## config.mk

```make
export PLATFORM = sky130hd
export DESIGN_NAME = fir_resampler_by_six_unit
export DESIGN_NICKNAME = d
export VERILOG_FILES = /design/src/sv/frs_pkg.sv /design/src/sv/frs_cell.sv /design/src/sv/frs_mac.sv /design/src/sv/fir_resampler_by_six_unit.sv
export VERILOG_INCLUDE_DIRS = /design/src /design/src/sv
export SDC_FILE = /design/constraint.sdc
export NUM_CORES = 2
export LEC_CHECK = 0
export BUFFER_PORTS_ARGS = -buffer_cell sky130_fd_sc_hd__buf_2
export CAP_MARGIN = 20
export CORE_UTILIZATION = 40
export CTS_CLUSTER_SIZE = 25
export DETAILED_ROUTE_END_ITERATION = 10
export HOLD_SLACK_MARGIN = 0.06
export PLACE_DENSITY = 0.54
export SLEW_MARGIN = 30
export SYNTH_ARGS = -nofsm -noshare
export SYNTH_HDL_FRONTEND = slang
export SYNTH_SLANG_ARGS = --single-unit
export TNS_END_PERCENT = 5
```

## constraint.sdc

```tcl
create_clock -name i_clk -period 13.6 [get_ports i_clk]
set_input_delay 1.36 -clock i_clk [delete_from_list [all_inputs] [get_ports i_clk]]
set_output_delay 1.36 -clock i_clk [all_outputs]
set_load 0.05 [all_outputs]
```

## src/sv/fir_resampler_by_six_unit_assert.svh

```systemverilog
// Assertion macros for the resampler block.
// Define ASSERT_OFF to compile them out; no other dependencies.
`ifndef FIR_RESAMPLER_BY_SIX_UNIT_ASSERT_SVH
`define FIR_RESAMPLER_BY_SIX_UNIT_ASSERT_SVH
`ifndef ASSERT_OFF
`define FRS_ASSERT_IMP(lbl, clk, rst_n, ant, con, msg) \
    lbl: assert property (@(posedge clk) disable iff (!(rst_n)) (ant) |-> (con)) \
        else $error(msg);
`define FRS_ASSERT_NXT(lbl, clk, rst_n, ant, con, msg) \
    lbl: assert property (@(posedge clk) disable iff (!(rst_n)) (ant) |=> (con)) \
        else $error(msg);
`else
`define FRS_ASSERT_IMP(lbl, clk, rst_n, ant, con, msg)
`define FRS_ASSERT_NXT(lbl, clk, rst_n, ant, con, msg)
`endif
`endif

```

## src/sv/frs_pkg.sv

```systemverilog
// Shared types, constants and the tap table of the resampler.
// No dependencies.
package frs_pkg;

    localparam int COEF_W    = 18;
    localparam int GAIN_W    = 16;
    localparam int GAIN_FRAC = 12;
    localparam int TABLE_LEN = 42;

    localparam logic [1:0] MODE_INTERP = 2'd0;
    localparam logic [1:0] MODE_DECIM  = 2'd1;
    localparam logic [1:0] MODE_CLEAR  = 2'd2;

    localparam logic CFG_UP_GAIN   = 1'b0;
    localparam logic CFG_DOWN_GAIN = 1'b1;

    localparam logic [GAIN_W-1:0] UP_GAIN_RST   = 16'd24576;
    localparam logic [GAIN_W-1:0] DOWN_GAIN_RST = 16'd3686;

    localparam logic signed [COEF_W-1:0] TAP_TABLE [TABLE_LEN] = '{
        18'sd159, 18'sd179, 18'sd190, 18'sd169, 18'sd81, -18'sd109, -18'sd416,
        -18'sd821, -18'sd1255, -18'sd1606, -18'sd1721, -18'sd1442, -18'sd632,
        18'sd788, 18'sd2810, 18'sd5322, 18'sd8116, 18'sd10907, 18'sd13378,
        18'sd15226, 18'sd16214, 18'sd16214, 18'sd15226, 18'sd13378, 18'sd10907,
        18'sd8116, 18'sd5322, 18'sd2810, 18'sd788, -18'sd632, -18'sd1442,
        -18'sd1721, -18'sd1606, -18'sd1255, -18'sd821, -18'sd416, -18'sd109,
        18'sd81, 18'sd169, 18'sd190, 18'sd179, 18'sd159
    };

    typedef struct packed {
        logic clr;
        logic mul_en;
        logic scale_en;
    } t_mac_ctl;

    function automatic logic signed [COEF_W-1:0] tap_coef(input logic [7:0] idx);
        logic signed [COEF_W-1:0] c;
        c = '0;
        if (idx < 8'(TABLE_LEN)) begin
            c = TAP_TABLE[idx[5:0]];
        end
        return c;
    endfunction

endpackage

```

## src/sv/frs_cell.sv

```systemverilog
// One history cell of the sample ring: loads its neighbor's sample when enabled.
// No dependencies.
module frs_cell #(
    parameter int WIDTH = 16
) (
    input  logic                    i_clk,
    input  logic                    i_rst_n,
    input  logic                    i_clr,
    input  logic                    i_en,
    input  logic signed [WIDTH-1:0] i_prev,
    output logic signed [WIDTH-1:0] o_data
);

    logic signed [WIDTH-1:0] r_data;

    always_ff @(posedge i_clk) begin
        if (!i_rst_n || i_clr) begin
            r_data <= '0;
        end else if (i_en) begin
            r_data <= i_prev;
        end
    end

    assign o_data = r_data;

endmodule

```

## src/sv/frs_mac.sv

```systemverilog
// Multiply-accumulate, gain scaling, rounding and saturation of the filter.
// Depends on frs_pkg.
module frs_mac #(
    parameter int TAPS         = 42,
    parameter int SAMPLE_WIDTH = 16
) (
    input  logic                               i_clk,
    input  logic                               i_rst_n,
    input  frs_pkg::t_mac_ctl                  i_ctl,
    input  logic signed [SAMPLE_WIDTH-1:0]     i_sample,
    input  logic signed [frs_pkg::COEF_W-1:0]  i_coef,
    input  logic [frs_pkg::GAIN_W-1:0]         i_gain,
    output logic signed [SAMPLE_WIDTH-1:0]     o_result
);
    import frs_pkg::*;

    localparam int MUL_W  = SAMPLE_WIDTH + COEF_W;
    localparam int ACC_W  = MUL_W + $clog2(TAPS);
    localparam int PROD_W = ACC_W + GAIN_W + 1;
    localparam int SHIFT  = COEF_W - 1 + GAIN_FRAC;
    localparam logic signed [PROD_W-1:0] SAT_MAX =
        {{(PROD_W-SAMPLE_WIDTH+1){1'b0}}, {(SAMPLE_WIDTH-1){1'b1}}};
    localparam logic signed [PROD_W-1:0] SAT_MIN = ~SAT_MAX;
    localparam logic signed [PROD_W-1:0] RND     = PROD_W'(1) <<< (SHIFT-1);

    logic signed [MUL_W-1:0]  r_prod;
    logic                     r_pv;
    logic signed [ACC_W-1:0]  r_acc;
    logic signed [PROD_W-1:0] r_sprod;
    logic signed [PROD_W-1:0] w_rnd;
    logic signed [PROD_W-1:0] w_shr;

    always_ff @(posedge i_clk) begin
        if (!i_rst_n) begin
            r_pv <= 1'b0;
        end else begin
            r_pv <= i_ctl.mul_en;
        end
    end

    always_ff @(posedge i_clk) begin
        if (i_ctl.mul_en) begin
            r_prod <= i_sample * i_coef;
        end
        if (i_ctl.clr) begin
            r_acc <= '0;
        end else if (r_pv) begin
            r_acc <= r_acc + ACC_W'(r_prod);
        end
        if (i_ctl.scale_en) begin
            r_sprod <= r_acc * $signed({1'b0, i_gain});
        end
    end

    assign w_rnd = r_sprod + RND;
    assign w_shr = w_rnd >>> SHIFT;

    always_comb begin
        if (w_shr > SAT_MAX) begin
            o_result = SAT_MAX[SAMPLE_WIDTH-1:0];
        end else if (w_shr < SAT_MIN) begin
            o_result = SAT_MIN[SAMPLE_WIDTH-1:0];
        end else begin
            o_result = w_shr[SAMPLE_WIDTH-1:0];
        end
    end

endmodule

```

## src/sv/fir_resampler_by_six_unit.sv

```systemverilog
// Top level of the by-six FIR resampler: control, history ring and MAC.
// Depends on frs_pkg, frs_cell, frs_mac and fir_resampler_by_six_unit_assert.svh.
//
// Input channel (i_valid/o_ready) takes one request: a mode and a sample.
// Interpolate yields RATIO results, the final one with o_last set; decimate
// yields one result (o_last set) on every RATIO-th decimate request; clear
// zeroes the history and decimation phase and yields nothing.
// Output channel (o_valid/i_ready) is one output register.
// Each filter pass is one shift of the ring, then TAPS steps in which the ring
// rotates past the single multiplier, then drain, scale and round.
// Interpolate holds the input for RATIO passes, decimate for one pass;
// clear or unused mode leaves the block idle.
// A new request is taken while the last result still waits in the register.
// If the receiver stalls, the next result holds in the round stage and the
// block waits. Reset clears history, phase and gains to defaults.
// Gains are written through i_cfg_we/i_cfg_idx/i_cfg_data; the user must write
// them only while idle, as the block itself does not enforce it.
module fir_resampler_by_six_unit #(
    parameter int TAPS         = 42,
    parameter int RATIO        = 6,
    parameter int SAMPLE_WIDTH = 16
) (
    input  logic                           i_clk,
    input  logic                           i_rst_n,
    input  logic                           i_valid,
    output logic                           o_ready,
    input  logic [1:0]                     i_mode,
    input  logic signed [SAMPLE_WIDTH-1:0] i_in_sample,
    output logic                           o_valid,
    input  logic                           i_ready,
    output logic signed [SAMPLE_WIDTH-1:0] o_out_sample,
    output logic                           o_last,
    input  logic                           i_cfg_we,
    input  logic                           i_cfg_idx,
    input  logic [frs_pkg::GAIN_W-1:0]     i_cfg_data
);
    import frs_pkg::*;

    localparam int TAP_W = (TAPS > 1) ? $clog2(TAPS) : 1;
    localparam int PH_W  = (RATIO > 1) ? $clog2(RATIO) : 1;

    localparam logic [2:0] S_IDLE  = 3'd0;
    localparam logic [2:0] S_PUSH  = 3'd1;
    localparam logic [2:0] S_MAC   = 3'd2;
    localparam logic [2:0] S_DRAIN = 3'd3;
    localparam logic [2:0] S_SCALE = 3'd4;
    localparam logic [2:0] S_ROUND = 3'd5;

    logic [2:0]                    r_state, n_state;
    logic [TAP_W-1:0]              r_tap, n_tap;
    logic [PH_W-1:0]               r_push, n_push;
    logic [PH_W-1:0]               r_phase, n_phase;
    logic                          r_up, n_up;
    logic                          r_emit, n_emit;
    logic signed [SAMPLE_WIDTH-1:0] r_x, n_x;
    logic                          r_ov, n_ov;
    logic signed [SAMPLE_WIDTH-1:0] r_out, n_out;
    logic                          r_last, n_last;
    logic [GAIN_W-1:0]             r_up_gain, n_up_gain;
    logic [GAIN_W-1:0]             r_down_gain, n_down_gain;

    logic                          w_acc_in;
    logic                          w_load;
    logic                          w_cell_clr;
    logic                          w_cell_en;
    logic signed [SAMPLE_WIDTH-1:0] w_head_in;
    logic signed [SAMPLE_WIDTH-1:0] w_cell [TAPS];
    logic signed [SAMPLE_WIDTH-1:0] w_prev [TAPS];
    logic [TAP_W-1:0]              w_tidx;
    logic signed [COEF_W-1:0]      w_coef;
    logic signed [SAMPLE_WIDTH-1:0] w_result;
    t_mac_ctl                      w_ctl;

    assign o_ready  = (r_state == S_IDLE);
    assign w_acc_in = i_valid && o_ready;
    assign w_load   = (r_state == S_ROUND) && (r_up || r_emit) && (!r_ov || i_ready);

    assign w_cell_clr = w_acc_in && (i_mode == MODE_CLEAR);
    assign w_cell_en  = (r_state == S_PUSH) || (r_state == S_MAC);
    assign w_head_in  = (r_state == S_PUSH) ? ((r_push == '0) ? r_x : '0)
                                            : w_cell[TAPS-1];

    assign w_prev[0] = w_head_in;
    for (genvar g = 1; g < TAPS; g++) begin : g_link
        assign w_prev[g] = w_cell[g-1];
    end

    for (genvar g = 0; g < TAPS; g++) begin : g_cell
        frs_cell #(
            .WIDTH (SAMPLE_WIDTH)
        ) u_cell (
            .i_clk   (i_clk),
            .i_rst_n (i_rst_n),
            .i_clr   (w_cell_clr),
            .i_en    (w_cell_en),
            .i_prev  (w_prev[g]),
            .o_data  (w_cell[g])
        );
    end

    assign w_tidx = TAP_W'(TAPS-1) - r_tap;
    assign w_coef = tap_coef(8'(w_tidx));

    assign w_ctl.clr      = (r_state == S_PUSH);
    assign w_ctl.mul_en   = (r_state == S_MAC);
    assign w_ctl.scale_en = (r_state == S_SCALE);

    frs_mac #(
        .TAPS         (TAPS),
        .SAMPLE_WIDTH (SAMPLE_WIDTH)
    ) u_mac (
        .i_clk    (i_clk),
        .i_rst_n  (i_rst_n),
        .i_ctl    (w_ctl),
        .i_sample (w_cell[TAPS-1]),
        .i_coef   (w_coef),
        .i_gain   (r_up ? r_up_gain : r_down_gain),
        .o_result (w_result)
    );

    always_comb begin
        n_state     = r_state;
        n_tap       = r_tap;
        n_push      = r_push;
        n_phase     = r_phase;
        n_up        = r_up;
        n_emit      = r_emit;
        n_x         = r_x;
        n_ov        = r_ov;
        n_out       = r_out;
        n_last      = r_last;
        n_up_gain   = r_up_gain;
        n_down_gain = r_down_gain;

        if (i_cfg_we) begin
            case (i_cfg_idx)
                CFG_UP_GAIN:   n_up_gain   = i_cfg_data;
                CFG_DOWN_GAIN: n_down_gain = i_cfg_data;
                default:       n_up_gain   = r_up_gain;
            endcase
        end

        if (r_ov && i_ready) begin
            n_ov = 1'b0;
        end

        case (r_state)
            S_IDLE: begin
                if (w_acc_in) begin
                    n_x    = i_in_sample;
                    n_push = '0;
                    case (i_mode)
                        MODE_INTERP: begin
                            n_up    = 1'b1;
                            n_emit  = 1'b0;
                            n_state = S_PUSH;
                        end
                        MODE_DECIM: begin
                            n_up    = 1'b0;
                            n_emit  = (r_phase == '0);
                            n_phase = (r_phase == PH_W'(RATIO-1)) ? '0 : r_phase + 1'b1;
                            n_state = S_PUSH;
                        end
                        MODE_CLEAR: begin
                            n_phase = '0;
                        end
                        default: begin
                            n_state = S_IDLE;
                        end
                    endcase
                end
            end
            S_PUSH: begin
                n_tap   = '0;
                n_state = S_MAC;
            end
            S_MAC: begin
                if (r_tap == TAP_W'(TAPS-1)) begin
                    n_state = S_DRAIN;
                end else begin
                    n_tap = r_tap + 1'b1;
                end
            end
            S_DRAIN: begin
                n_state = S_SCALE;
            end
            S_SCALE: begin
                n_state = S_ROUND;
            end
            S_ROUND: begin
                if (!(r_up || r_emit)) begin
                    n_state = S_IDLE;
                end else if (w_load) begin
                    n_ov   = 1'b1;
                    n_out  = w_result;
                    n_last = !r_up || (r_push == PH_W'(RATIO-1));
                    if (r_up && (r_push != PH_W'(RATIO-1))) begin
                        n_push  = r_push + 1'b1;
                        n_state = S_PUSH;
                    end else begin
                        n_state = S_IDLE;
                    end
                end
            end
            default: begin
                n_state = S_IDLE;
            end
        endcase
    end

    always_ff @(posedge i_clk) begin
        if (!i_rst_n) begin
            r_state     <= S_IDLE;
            r_tap       <= '0;
            r_push      <= '0;
            r_phase     <= '0;
            r_up        <= 1'b0;
            r_emit      <= 1'b0;
            r_ov        <= 1'b0;
            r_up_gain   <= UP_GAIN_RST;
            r_down_gain <= DOWN_GAIN_RST;
        end else begin
            r_state     <= n_state;
            r_tap       <= n_tap;
            r_push      <= n_push;
            r_phase     <= n_phase;
            r_up        <= n_up;
            r_emit      <= n_emit;
            r_ov        <= n_ov;
            r_up_gain   <= n_up_gain;
            r_down_gain <= n_down_gain;
        end
    end

    always_ff @(posedge i_clk) begin
        r_x    <= n_x;
        r_out  <= n_out;
        r_last <= n_last;
    end

    assign o_valid      = r_ov;
    assign o_out_sample = r_out;
    assign o_last       = r_last;

`include "fir_resampler_by_six_unit_assert.svh"

    `FRS_ASSERT_IMP(a_tap_range, i_clk, i_rst_n, r_state == S_MAC, r_tap <= TAP_W'(TAPS-1), "tap counter out of range")
    `FRS_ASSERT_IMP(a_push_range, i_clk, i_rst_n, 1'b1, r_push <= PH_W'(RATIO-1), "push counter out of range")
    `FRS_ASSERT_NXT(a_last_idle, i_clk, i_rst_n, w_load && n_last, r_state == S_IDLE && r_ov && r_last, "last result did not end the request")
    `FRS_ASSERT_NXT(a_decim_emit, i_clk, i_rst_n, w_acc_in && i_mode == MODE_DECIM, r_emit == ($past(r_phase) == '0), "decimation phase mismatch")

endmodule

```

Word-level counts from Yosys, hierarchy flattened
Memory sizes are Yosys's and may differ from the RTL's.
Index checks and enable logic that the tools add are counted.

cells by class
  muxes and demuxes = 29
  $add $sub $neg = 6
  multiply operators = 2
  reduce and logical (&&, ||, !) cells = 32
  bitwise operators = 2
  $lt $le $gt $ge = 4
  eq/ne operators = 19

operators with widths
  cell                      count
  $mux W16                  4
  $add A57 B30 Y57 const B  1
  $mul A40 B17 Y57          1
  $mux W18                  3
  $add A40 B34 Y40          1
  $mul A16 B18 Y34          1
  $gt A28 B16 Y1 const B    1
  $lt A28 B16 Y1 const B    1
  $mux W3                   9
  $pmux W3 S2               3
  $pmux W3 S6               1
  $eq A3 B3 Y1 const B      4
  $pmux W6 S2               1
  $logic_not A3 Y1          3
  $reduce_and A3 Y1         3
  $ne A2 B2 Y1 const B      4
  $reduce_and A2 Y1         4
  $reduce_bool A2 Y1        4
  $ge A7 B7 Y1 const B      1
  $not A6 Y7                1
  $add A3 B1 Y3 const B     2
  $add A6 B1 Y6 const B     1
  $eq A3 B2 Y1 const B      2
  $eq A6 B6 Y1 const B      1
  18 further kinds          37

word-level totals
  input bits = 40
  output and inout bits = 19
  register bits = 887
  word-level logic and storage cells = 153
  memory bits (read-only) = 1,152
  memories = 1

memory list
  memory           words  bits a word  read ports  clocked after Yosys merged registers in  write ports  line           source
  (no name shown)  64     18           1           0                                        0            frs_pkg.sv:40  c = TAP_TABLE[idx[5:0]];

Logic depth before layout (Yosys ltp)
  depth after elaboration = 7
  gate-level depth with buffers = 35
  gate-level depth less buffers = 31

Modules after synthesis
Synthesis repeated with hierarchy kept, for this count alone.

unflattened totals
  cells, all modules = 7,028
  area, all modules = 67,885.1 sq um

modules (own cells, without submodules)
  module                     sequential area each (sq um)  cells each  area each (sq um)  times used
  frs_mac                    2,712.6                       4,224       38,085.3           1
  frs_cell                   320.3                         53          594.3              42
  fir_resampler_by_six_unit  1,991.9                       578         4,838.4            1

Worst setup path after synthesis
Ideal clock, no wire load.

  path kind = register -> register
  start = register r_tap[1]
  end = register u_mac.r_prod[32], data pin
  period minus slack after synthesis = 8.210 ns
  library setup time = 0.257 ns
  required time = 13.343 ns
  path slack = 5.390 ns
  arrival time = 7.953 ns
  stages on the path, launching flop included = 32
  buffers on the path = 4
  cells stage by stage = dfxtp_1 > clkbuf_1 > inv_1 > ha_1 > xnor2_1 > buf_2 > buf_4 > nand2_1 > a21oi_1 > a21oi_1 > a21oi_1 > buf_2 > nand2_1 > fa_1 > inv_1 > fa_1 > fa_1 > fa_1 > fa_1 > inv_1 > fa_1 > inv_1 > ha_1 > a21o_1 > a21oi_1 > o21bai_1 > a211oi_1 > o21ai_0 > a22o_1 > a21o_1 > o41a_1 > xor2_1

between the ends
  cells in the longest elaborated chain, start to end = 7
  elaborated cells on any way between the ends = 8
  those cells by class = add/sub (1); mul (1); order compare (1); mux (3); bitwise (1); memory (1)

RTL lines
  element                                      line                              source
  start: declaration                           fir_resampler_by_six_unit.sv:50   logic [TAP_W-1:0] r_tap, n_tap;
  start signal: assignment                     fir_resampler_by_six_unit.sv:224  r_tap <= n_tap;
  $sub A6 B6 Y6 *                              fir_resampler_by_six_unit.sv:101  assign w_tidx = TAP_W'(TAPS-1) - r_tap;
  $not A6 Y7 (implied by the code)             frs_pkg.sv:40
  $mem_v2 Z64 W18                              --
  $mux W18 (implied by the code) (2 in a row)  frs_pkg.sv:40
  $mux W18 *                                   frs_pkg.sv:39                     if (idx < 8'(TABLE_LEN)) begin
  $mul A16 B18 Y34 *                           frs_mac.sv:43                     r_prod <= i_sample * i_coef;
  end signal: assignment                       frs_mac.sv:43
  end: declaration                             frs_mac.sv:26                     logic signed [MUL_W-1:0] r_prod;

Mark *: on every way between the ends. The rest lies on a longest branch, timed or not. The select of a mux whose other input is x is not followed.
A chain may end at the register's enable or synchronous reset.

Worst setup path in the final report
  start = register r_tap[1]
  end = register u_mac.r_prod[33], data pin

Same word-level chain as after synthesis.

==> out/results.tsv <==
stage	metric	value	unit
sta	slew_headroom	31.2	%
logic_synthesis	synth_edf_count	96	
routing	vias_per_cell	5.02	
floorplanning	rows	146	
global_routing	grt_util_met1	28.4	%
logic_synthesis	synthXorXnorAreaFrac	1.57	%
global_routing	use_met3	3.25	%
logic_synthesis	synth.area.mux_share	0.667	%
global_routing	busiest_layer	met2	
pwr	combPwrFrac	61.9	%
floorplanning	die_x	402	um
critical_path	reg2reg_slack	4.17	ns
cells_and_area	layout-drive-gt1-share	4.78	%
sta	finalSetupViolCount	0	
cells_and_area	final_util	43.8	%
pwr	ir_worst_vdd	0.000287	V
clocking	root_buffer	clkbuf_16	
routing	via_count	47400	
critical_path	endpoint_kind	register	
min_path	min-delay-start	g_cell[31].u_cell.o_data[2]$_SDFFE_PP0P_	
global_routing	grt_max_degree	219	
clocking	cts_tree	built	
clocking	cts.sinks	859	
clocking	ctsHoldBuffers	0	
logic_synthesis	synth_top_family_by_area	adder cells	
cells_and_area	fill_cells	15800	
logic_synthesis	yosysTopAreaCell	fa_1	
critical_path	crit_buf_inv	8	
critical_path	cp_max_fo	26	
sta	hold_ws	0.425	ns
critical_path	cp-start-kind	register	
routing	wl	155	mm
sta	rsz0062_at_grt	no	
global_routing	grt_overflow_total	0	
logic_synthesis	ys_async_sr_fraction	0	%
job	maxCapViolCount	0	
critical_path	startpoint	r_tap[1]$_SDFFE_PN0P_	
sta	slew_violations	0	
logic_synthesis	syn_inst	7480	
routing	drc	0	
critical_path	critical-path-top-delay-family	adder cells	
clocking	post_cts_buffers	0	
clocking	cts_made_buffers	93	
logic_synthesis	netlist_top_cells_area	fa_1 (27%), dfxtp_1 (24%), nand2_1 (12%)	
critical_path	r2r_end	u_mac.r_prod[33]$_DFFE_PP_	
logic_synthesis	synth_fa_ha_area_share	32.1	%
clocking	clk_latency	0.70	ns
global_routing	grt_pass1_vias	47400	
logic_synthesis	ys_warn_count	0	
global_routing	grt_pass1_wl	254	mm
logic_synthesis	ys_ff_latch	859	
logic_synthesis	ys_seq_area_share	28.3	%
logic_synthesis	ys_types	83	
pwr	seqPwrFrac	20.8	%
pwr	pwr-share-clk	17.3	%
sta	finalWorstSetupSlack	4.17	ns
placement	dp_hpwl	105	mm
sta	tightest_slew	1.03	ns
critical_path	crit_end	u_mac.r_prod[33]$_DFFE_PP_	
cells_and_area	num-nets-final	8453	
floorplanning	coreArea	159000	um^2
logic_synthesis	syn_area	64200	um^2
clocking	ctsResizeCount	0	
critical_path	reg2reg_from	r_tap[1]$_SDFFE_PN0P_	
critical_path	required	14.03	ns
run_status	status	complete, no violations	
sta	min_period	9.43	ns
placement	io_buffer_count	58	
critical_path	worst-path-stages	32	
logic_synthesis	synth.top_cell.area_share	26.8	%
logic_synthesis	yosys.area_share.simple	18.7	%
global_routing	grt_usage	19.2	%
pwr	switching_power	0.00711	W
critical_path	worstSetupPathType	reg2reg	
min_path	hold_path_class	reg2reg	
sta	post-route-period-util	69.4	%
floorplanning	start_util	40.4	%
cells_and_area	area_growth	8.28	%
pwr	sw_frac_of_total	46.6	%
sta	setup_tns	0	ns
pwr	p_leak	28.2	nW
clocking	cts.clk_slew.worst_paths	0.07	ns
logic_synthesis	synth_fp_nets	8650	
sta	report.final.hold_viol_count	0	
logic_synthesis	synth_compound_area_share	10.4	%
cells_and_area	antennaDiodeCount	0	
clocking	h-tree-depth	3	
routing	drtPass1Iterations	7	
critical_path	cpMaxStageDelayCell	dfxtp_1	
global_routing	grt_use_met2	29.4	%
floorplanning	dieArea	162000	um^2
logic_synthesis	avgSynthCellArea	8.58	um^2
logic_synthesis	synthFlopType	dfxtp_1	
critical_path	crit_path_max_incr_delay	0.66	ns
placement	place_congestion	0.846	
placement	place_ws	4.21	ns
routing	first_iter_violations	2942	
sta	skew	0.0401	ns
routing	postRouteAntennaNets	0	
pwr	p_int	0.00816	W
routing	wl_per_cell	16.4	um
critical_path	worstPathArrival	9.87	ns
global_routing	antenna_found_initial	4	
sta	max_clock_freq	106	MHz
floorplanning	ios	59	
critical_path	r2r_cells	32	
pwr	p_per_area	220	nW/um^2
clocking	clockBufferDepth	3	
floorplanning	die_h	402	um
-- synthesized netlist by cell type, types with 6 or more instances --
cell / n
ha_1: 270
a22oi_1: 16
xnor2_1: 77
inv_1: 963
nor4_1: 9
a21o_1: 57
nand2_1: 1979
nand3_1: 58
o22ai_1: 14
o21ai_0: 84
o31ai_1: 10
nor2b_1: 212
a21oi_1: 803
nand2b_1: 27
o21a_1: 12
o2111ai_1: 11
buf_1: 30
edfxtp_1: 96
mux2_2: 12
nor3_1: 45
dfxtp_1: 763
nand4_1: 25
a211oi_1: 23
and3_1: 19
and2_1: 200
a21boi_0: 30
mux2i_1: 27
buf_2: 25
clkbuf_1: 370
o21bai_1: 13
xor2_1: 38
a31oi_1: 23
or3_1: 6
o211ai_1: 17
nor2_1: 152
fa_1: 860
-- through the flow --
step	instances	total power, W	area, um^2
2_1_floorplan	7480	0.0100	64200
3_3_place_gp	9260	0.0125	66200
3_5_place_dp	9260	0.0126	66200
4_1_cts	9433	0.0154	69400
5_1_grt	9433	0.0168	69500
6_report	9433	0.0153	69500
-- flip-flops by register name, indices dropped and copies added, names as in the netlist --
name / flops
g_cell.u_cell.o_data: 672
o_last: 1
o_out_sample: 16
o_valid: 1
r_down_gain: 16
r_emit: 1
r_phase: 3
r_push: 3
r_state: 3
r_tap: 6
r_up: 1
r_up_gain: 16
r_x: 16
u_mac.r_acc: 40
u_mac.r_prod: 34
u_mac.r_pv: 1
u_mac.r_sprod: 29
-- worst min-delay path by stage --
stage,slack (ns),to,cells after the start
floorplan,0.43,g_cell[10].u_cell.o_data[0]$_SDFFE_PP0P_,2
global route,0.44,g_cell[17].u_cell.o_data[9]$_SDFFE_PP0P_,2
CTS,0.42,g_cell[32].u_cell.o_data[12]$_SDFFE_PP0P_,2
global placement,0.44,g_cell[19].u_cell.o_data[15]$_SDFFE_PP0P_,2
finish,0.43,g_cell[32].u_cell.o_data[2]$_SDFFE_PP0P_,2
detailed placement,0.44,g_cell[27].u_cell.o_data[12]$_SDFFE_PP0P_,2
-- worst register-to-register path: cells and delay by family (launching register included) --
| kind | cells | cell delay [ns] |
|---|---|---|
| adder cells (fa/ha/maj) | 8 | 3.71 |
| AO/OA/AOI/OAI | 8 | 2.00 |
| buffers and inverters | 8 | 1.24 |
| AND/OR/NAND/NOR | 6 | 1.14 |
| flip-flops | 1 | 0.66 |
| XOR/XNOR | 2 | 0.44 |
-- placed cells by master, fill, tap and decap left out, types with 30 or more instances in the layout --
master	Yosys	layout
nand2_1	1979	1978
fa_1	860	860
ha_1	270	270
nand3_1	58	58
inv_1	963	963
nor3_1	45	44
nor2_1	152	151
a21o_1	57	57
xnor2_1	77	76
o21ai_0	84	84
nor2b_1	212	210
dfxtp_1	763	753
a21oi_1	803	803
clkbuf_16	0	93
buf_4	3	69
buf_2	25	58
edfxtp_1	96	96
and2_1	200	200
a21boi_0	30	30
xor2_1	38	38
-- power by group through the flow --
stage	logic [W]	clock network, W	registers (W)
final	0.00945	0.00264	0.00318
after global routing	0.0108	0.00283	0.00319
after CTS	0.00948	0.00274	0.00316
after detailed placement	0.00941	0	0.00322
after global placement	0.00931	0	0.00322
after floorplan	0.00705	0	0.00299
-- per-layer routing --
layer  up-vias  routed length, um
met5         -                  8
met4         2               2830
met3       189               8470
met2       974              67400
met1     23300              75900
li1      22900                  -
-- final cells by class --
cell class	count	area [um^2]	share of cell area (%)
flip-flops and latches	859	18200	26.2
multi-input cells	5228	40800	58.8
clock inverters	45	596	0.857
clock buffers	128	2670	3.84
repair buffers	138	976	1.41
inverters	963	3610	5.20
well taps	2072	2590	3.73
-- cells by family (layout without fill, tap and decap cells) --
kind of cell             count (synthesis)  after routing
AND/OR/NAND/NOR                       2769           2769
buffers and inverters                 1393           1274
XOR/XNOR                               115            115
AO/OA/AOI/OAI                         1174           1174
adder cells (fa/ha/maj)               1130           1130
multiplexers                            40             40
flip-flops                             859            859
Power figures use the tool's default switching activity.
